## config.mk

```make
export PLATFORM = sky130hd
export DESIGN_NAME = slc_ctrl
export DESIGN_NICKNAME = d
export VERILOG_FILES = /design/src/hw/rtl/slc_pkg.sv /design/src/hw/rtl/slc_ctrl.sv
export SDC_FILE = /design/constraint.sdc
export NUM_CORES = 1
export LEC_CHECK = 0
export BUFFER_PORTS_ARGS = -buffer_cell sky130_fd_sc_hd__buf_2
export CORE_AREA = 4 4 41 43
export DETAILED_ROUTE_END_ITERATION = 8
export DIE_AREA = 0 0 45 47
export SLEW_MARGIN = 25
export SYNTH_ARGS = -nofsm -noshare
export SYNTH_HDL_FRONTEND = slang
export SYNTH_SLANG_ARGS = --single-unit
```

## constraint.sdc

```tcl
create_clock -name clk -period 2.9 [get_ports clk]
set_input_delay 0.435 -clock clk [delete_from_list [all_inputs] [get_ports clk]]
set_output_delay 0.435 -clock clk [all_outputs]
set_load 0.1 [all_outputs]
```

## src/hw/rtl/slc_pkg.sv

```systemverilog
// Shared types and constants for the sprite line cache and pixel lookup.
// No dependencies.
`timescale 1ns / 1ps
package slc_pkg;
    localparam int SPRITE_COUNT_DEF = 64;
    localparam int CHAR_COUNT_DEF   = 512;
    localparam int CFG_IDX_W  = 3;
    localparam int CFG_DATA_W = 24;
    localparam int ATTR_W     = 36;
    localparam int ROW_W      = 16;
    localparam int ENTRY_W    = 28;
    localparam int TDATA_W    = 58;
    localparam int RES_W      = 16;

    typedef enum logic [1:0] {
        OP_SPRITE = 2'd0,
        OP_ROW    = 2'd1,
        OP_CACHE  = 2'd2,
        OP_RENDER = 2'd3
    } op_t;

    typedef enum logic [2:0] {
        REG_COLOR_MODEL = 3'd0,
        REG_COMPAT_MODE = 3'd1,
        REG_SCROLL_X    = 3'd2,
        REG_SCROLL_Y    = 3'd3,
        REG_COMPAT_BASE = 3'd4,
        REG_NATIVE_BASE = 3'd5,
        REG_MONO_PAL    = 3'd6
    } reg_idx_t;

    // controller -> datapath
    typedef struct packed {
        logic load;        // capture input item
        logic sprite_we;   // write attribute table
        logic row_we;      // write character rows
        logic cache_start; // reset chain/count for walk
        logic attr_rd;     // issue attribute read (index = walk counter)
        logic attr_use;    // attribute data valid: evaluate
        logic list_rd;     // issue list read
        logic list_use;    // list entry valid: issue char read
        logic row_use;     // char row valid: evaluate pixel
        logic walk_inc;    // advance walk counter
        logic result_load; // load output register
    } slc_cmd_t;

    // datapath -> controller
    typedef struct packed {
        logic [1:0] op;
        logic       walk_last_attr; // counter at last sprite
        logic       walk_last_list; // counter at last list entry
        logic       list_empty;
        logic       hit;            // opaque pixel found
        logic       out_busy;       // output register full and not taken
    } slc_stat_t;
endpackage

```

## src/hw/rtl/slc_ctrl.sv

```systemverilog
// Sequencer for the sprite line cache: walks attribute table or line list.
// Depends on slc_pkg.
`timescale 1ns / 1ps
module slc_ctrl (
    input  logic              clk,
    input  logic              rst_n,
    input  logic              in_valid,
    output logic              in_ready,
    input  slc_pkg::slc_stat_t stat,
    output slc_pkg::slc_cmd_t  cmd
);
    typedef enum logic [2:0] {
        S_IDLE, S_DISPATCH, S_ATTR, S_LIST, S_ROW, S_EVAL, S_DONE
    } state_t;

    state_t state_reg;
    logic   attr_wait_reg;

    assign in_ready = (state_reg == S_IDLE);

    always_comb
    begin
        cmd = '0;
        cmd.load = in_valid && (state_reg == S_IDLE);
        case (state_reg)
            S_DISPATCH:
            begin
                case (slc_pkg::op_t'(stat.op))
                    slc_pkg::OP_SPRITE: cmd.sprite_we = 1'b1;
                    slc_pkg::OP_ROW:    cmd.row_we = 1'b1;
                    slc_pkg::OP_CACHE:
                    begin
                        cmd.cache_start = 1'b1;
                        cmd.attr_rd = 1'b1;
                    end
                    default:
                    begin
                        cmd.cache_start = 1'b1;
                        cmd.list_rd = 1'b1;
                    end
                endcase
            end
            S_ATTR:
            begin
                cmd.attr_use = attr_wait_reg;
                cmd.attr_rd = 1'b1;
                cmd.walk_inc = attr_wait_reg;
            end
            S_LIST: cmd.list_use = 1'b1;
            S_ROW:  cmd.row_use = 1'b1;
            S_EVAL:
            begin
                cmd.walk_inc = !stat.hit;
                cmd.list_rd = !stat.hit;
            end
            S_DONE: cmd.result_load = !stat.out_busy;
            default: ;
        endcase
    end

    always_ff @(posedge clk or negedge rst_n)
    begin
        if (!rst_n)
        begin
            state_reg     <= S_IDLE;
            attr_wait_reg <= 1'b0;
        end
        else
        begin
            case (state_reg)
                S_IDLE:
                begin
                    if (in_valid)
                    begin
                        state_reg <= S_DISPATCH;
                    end
                end
                S_DISPATCH:
                begin
                    attr_wait_reg <= 1'b0;
                    case (slc_pkg::op_t'(stat.op))
                        slc_pkg::OP_CACHE:  state_reg <= S_ATTR;
                        slc_pkg::OP_RENDER:
                            state_reg <= stat.list_empty ? S_DONE : S_LIST;
                        default: state_reg <= S_IDLE;
                    endcase
                end
                S_ATTR:
                begin
                    attr_wait_reg <= 1'b1;
                    if (attr_wait_reg && stat.walk_last_attr)
                    begin
                        state_reg <= S_IDLE;
                    end
                end
                S_LIST: state_reg <= S_ROW;
                S_ROW:  state_reg <= S_EVAL;
                S_EVAL:
                begin
                    if (stat.hit || stat.walk_last_list)
                    begin
                        state_reg <= S_DONE;
                    end
                    else
                    begin
                        state_reg <= S_LIST;
                    end
                end
                S_DONE:
                begin
                    if (!stat.out_busy)
                    begin
                        state_reg <= S_IDLE;
                    end
                end
                default: state_reg <= S_IDLE;
            endcase
        end
    end

    a_one_write: assert property (@(posedge clk) disable iff (!rst_n)
        !(cmd.sprite_we && cmd.row_we)) else $error("double write");
    a_load_idle: assert property (@(posedge clk) disable iff (!rst_n)
        cmd.load |=> state_reg == S_DISPATCH) else $error("load lost");
    a_done_hold: assert property (@(posedge clk) disable iff (!rst_n)
        (state_reg == S_DONE && stat.out_busy) |=> state_reg == S_DONE)
        else $error("result dropped");
endmodule

```

; ---- Word-level counts from Yosys, hierarchy flattened
; Cells that the tools add are included.
[totals]
regBits = 4
in_bits = 10
output_inout_bits = 12
elab_cells = 46
[classes]
reduce_logical = 11
n_eq_ne = 12
muxes = 21
[ops]
columns = op, n
row1 = $pmux W3 S7, 1
row2 = $mux W3, 6
row3 = $eq A3 B3 Y1 const B, 3
row4 = $mux W1, 9
row5 = $pmux W1 S2, 4
row6 = $eq A3 B2 Y1 const B, 2
row7 = $ne A2 B2 Y1 const B, 3
row8 = $pmux W3 S2, 1
row9 = $eq A2 B2 Y1 const B, 2
row10 = $eq A3 B1 Y1 const B, 1
row11 = $logic_not A3 Y1, 1
row12 = $reduce_and A3 Y1, 1
row13 = $reduce_or A3 Y1, 1
row14 = $eq A2 B1 Y1 const B, 1
row15 = $logic_and A1 B1 Y1, 2
row16 = $logic_not A1 Y1, 2
row17 = $logic_not A2 Y1, 1
row18 = $reduce_bool A2 Y1, 1
row19 = $reduce_or A2 Y1, 1
row20 = $logic_or A1 B1 Y1, 1

; ---- Depth between registers and ports, before layout
[logic_depth]
ltp_word = 4
mapped_depth = 4

; ---- Worst setup path before layout
; Ideal clock, no wire load.
[synth_path]
path_type = reg-to-output
from = register state_reg[1]
to = output cmd[8] (netlist bit)
stages_incl_launch_ff = 4
t_arrival_ns = 3.803
required_time_ns = 2.465
slack_ns = -1.338
cell_sequence = dfrtp_1 > buf_4 > nand2b_1 > nor4b_1
[synth_lines]
columns = item, line_no
row1 = from (decl), slc_ctrl.sv:16  ; state_t state_reg;
row2 = from (signal assigned), slc_ctrl.sv:84  ; state_reg <= stat.list_empty ? S_DONE : S_LIST;
row3 = to (decl), slc_ctrl.sv:10  ; output slc_pkg::slc_cmd_t cmd

==> results.json <==
{
  "status": "finished clean",
  "maxCapViolations": 0,
  "drive_above_1_share_pct": 47.0,
  "clkLatencyLatePin_ps": 220,
  "area_growth_pct": 45.0,
  "num_rows": 13,
  "die_w_um": 45,
  "tightestPinTransition_ps": 510,
  "reg2reg_to": "state_reg[2]",
  "yosysTopAreaCellShare_pct": 27.5,
  "ys_types": 25,
  "wire_per_inst_um": 12.2,
  "required_ps": 2470,
  "ioPinCount": 22,
  "startpoint": "state_reg[0]",
  "cts_root_buf": "clkbuf_4",
  "vias": 409,
  "syn_avg_cell_area_um2": 8.27,
  "cts_inserted_buffers": 3,
  "fmax_mhz": 452,
  "synth_edf_count": 0,
  "clk_pin_slew_ps": 30,
  "rr_worst_depth": 3,
  "rsz0062_at_grt": "no",
  "layout.cells.non_filler": 81,
  "grt_usage_pct": 10.5,
  "regToRegSetupSlack_ps": 1410,
  "period_minus_slack_ps": 2210,
  "whs_path_depth": 3,
  "nets": 78,
  "synth_fp_nets": 54,
  "die-area_um2": 2120,
  "synth_area_leaders": "dfrtp_1 (27%), nand2b_1 (6.9%), nand3b_1 (6.2%), and4bb_4 (4.5%), buf_4 (4.1%)",
  "hp-class": "in -> reg",
  "yosys.area.top_type": "dfrtp_1",
  "antenna_found_initial": 0,
  "start_kind": "register",
  "cp_max_fo": 14,
  "hold_start": "stat[2]",
  "initial_utilization_pct": 28.0,
  "drt-initial-drc-count": 6,
  "setup_viol": 0,
  "drv_slew": 0,
  "drc_errors": 0,
  "cts_setup_buffers": 0,
  "yosysWarnings": 0,
  "hpwlAfterDp_um": 778,
  "dp_cells": 77,
  "antenna_left": 0,
  "hold_end": "state_reg[0]",
  "synthesis.area_um2": 364,
  "dieHeight_um": 47,
  "ys_ff_latch": 4,
  "grt_max_degree": 17,
  "finalCritPeriodShare_pct": 76.3,
  "largest_register_ffs": 3,
  "relSlewSlack_pct": 66.0,
  "cts_tree": "built",
  "gp_congestion": 0.759,
  "port_buffers": 21,
  "cp-end-kind": "output port",
  "grt_overflow": 0,
  "grt_pass1_wl_um": 1640,
  "fillers": 150,
  "grt_pass1_vias": 394,
  "finClkSkew_ps": 4.50,
  "critPathKind": "reg -> out",
  "num_antenna_cells": 0,
  "ys_seq_area_share_pct": 27.5,
  "finalHoldViolCount": 0,
  "fin_setup_tns_ps": 0,
  "clock_sinks": 4,
  "wl_um": 988,
  "htreeDepth": 1,
  "cp_data_arrival_time_ps": 1780,
  "async_flop_share_pct": 100,
  "via_per_inst": 5.05,
  "coreArea_um2": 1300,
  "dr.pass1.iters": 4,
  "synth-main-ff-cell": "dfrtp_1",
  "clk_path_buf_depth": 2,
  "synthCells": 44,
  "r2r-start": "state_reg[2]",
  "netlist_top_cells_count": "dfrtp_1 (4), nand2b_1 (4), nor2_1 (4), nand2_1 (3), nand3b_1 (3)"
}
[stage by stage]
| stage | util, % | setup WS (ps) | hold WS [ps] | instance area, µm² |
|---|---|---|---|---|
| floorplan | - | 28.3 | 139 | 392 |
| global placement | 38.1 | 940 | 242 | 495 |
| detailed placement | 38.1 | 918 | 241 | 495 |
| CTS | 39.8 | 679 | 6.30 | 518 |
| global route | 40.6 | 534 | 517 | 528 |
| finish | 40.6 | 688 | 493 | 528 |
[what timing repair did]
item / in CTS / in global routing
resized for setup: 0 / 0
endpoints found under the hold margin: 0 / 2
endpoints found under the setup margin: 0 / 0
hold buffers: 0 / 1
[worst max path at each step]
stage	end	cells after the start
final	cmd[6]	4
after global placement	cmd[6]	4
after CTS	cmd[6]	4
after floorplan	cmd[8]	3
after detailed placement	cmd[6]	4
after global routing	cmd[6]	4
[routing by layer]
layer	global-route usage (%)	vias up	share of wire, %
met5	0	-	0
met4	3.51	0	0
met3	3.45	0	7.8
met2	14.7	19	43
met1	15.2	183	49
li1	-	207	-
[cells by family after synthesis]
group / Yosys count / synth area share [%]
and+or+nand+nor: 26 / 48.1
AOI/OAI and AO/OA: 10 / 17.9
DFF: 4 / 27.5
buffers and inverters: 4 / 6.53
[area by class of cell]
class                   count  area (µm²)  share of cell area, %
flip-flops and latches      4         100                   19.0
clock buffers               3        22.5                   4.27
well taps                  15        18.8                   3.55
inverters                   1        3.75                  0.711
repair buffers             22         115                   21.8
multi-input cells          36         268                   50.7
[worst max-delay path, cell delays in order (launching register included)]
cell and delay [ps]:
dfrtp_1 580, nor2b_1 280, nand3b_1 110, a21oi_1 140
buf_2 450
[cells in the final DEF, fill, tap and decap left out, drive strengths merged]
master | synthesis | final
buf | 3 | 21
nand2b | 4 | 4
nor2 | 4 | 4
dfrtp | 4 | 4
nor3b | 3 | 3
nand3b | 3 | 3
nand2 | 3 | 3
clkbuf | 0 | 3
o21ai | 3 | 3
and3 | 2 | 2
nor2b | 2 | 2
a21oi | 2 | 2
and4bb | 2 | 2
nor4b | 1 | 1
nor3 | 1 | 1
nor4 | 1 | 1
a22oi | 1 | 1
inv | 1 | 1
a211oi | 1 | 1
a221o | 1 | 1
o22ai | 1 | 1
a211o | 1 | 1
dlygate4sd3 | 0 | 1
Power is not shown: default switching activity piles up to over one toggle a cycle in this logic, so the estimate is an artifact.
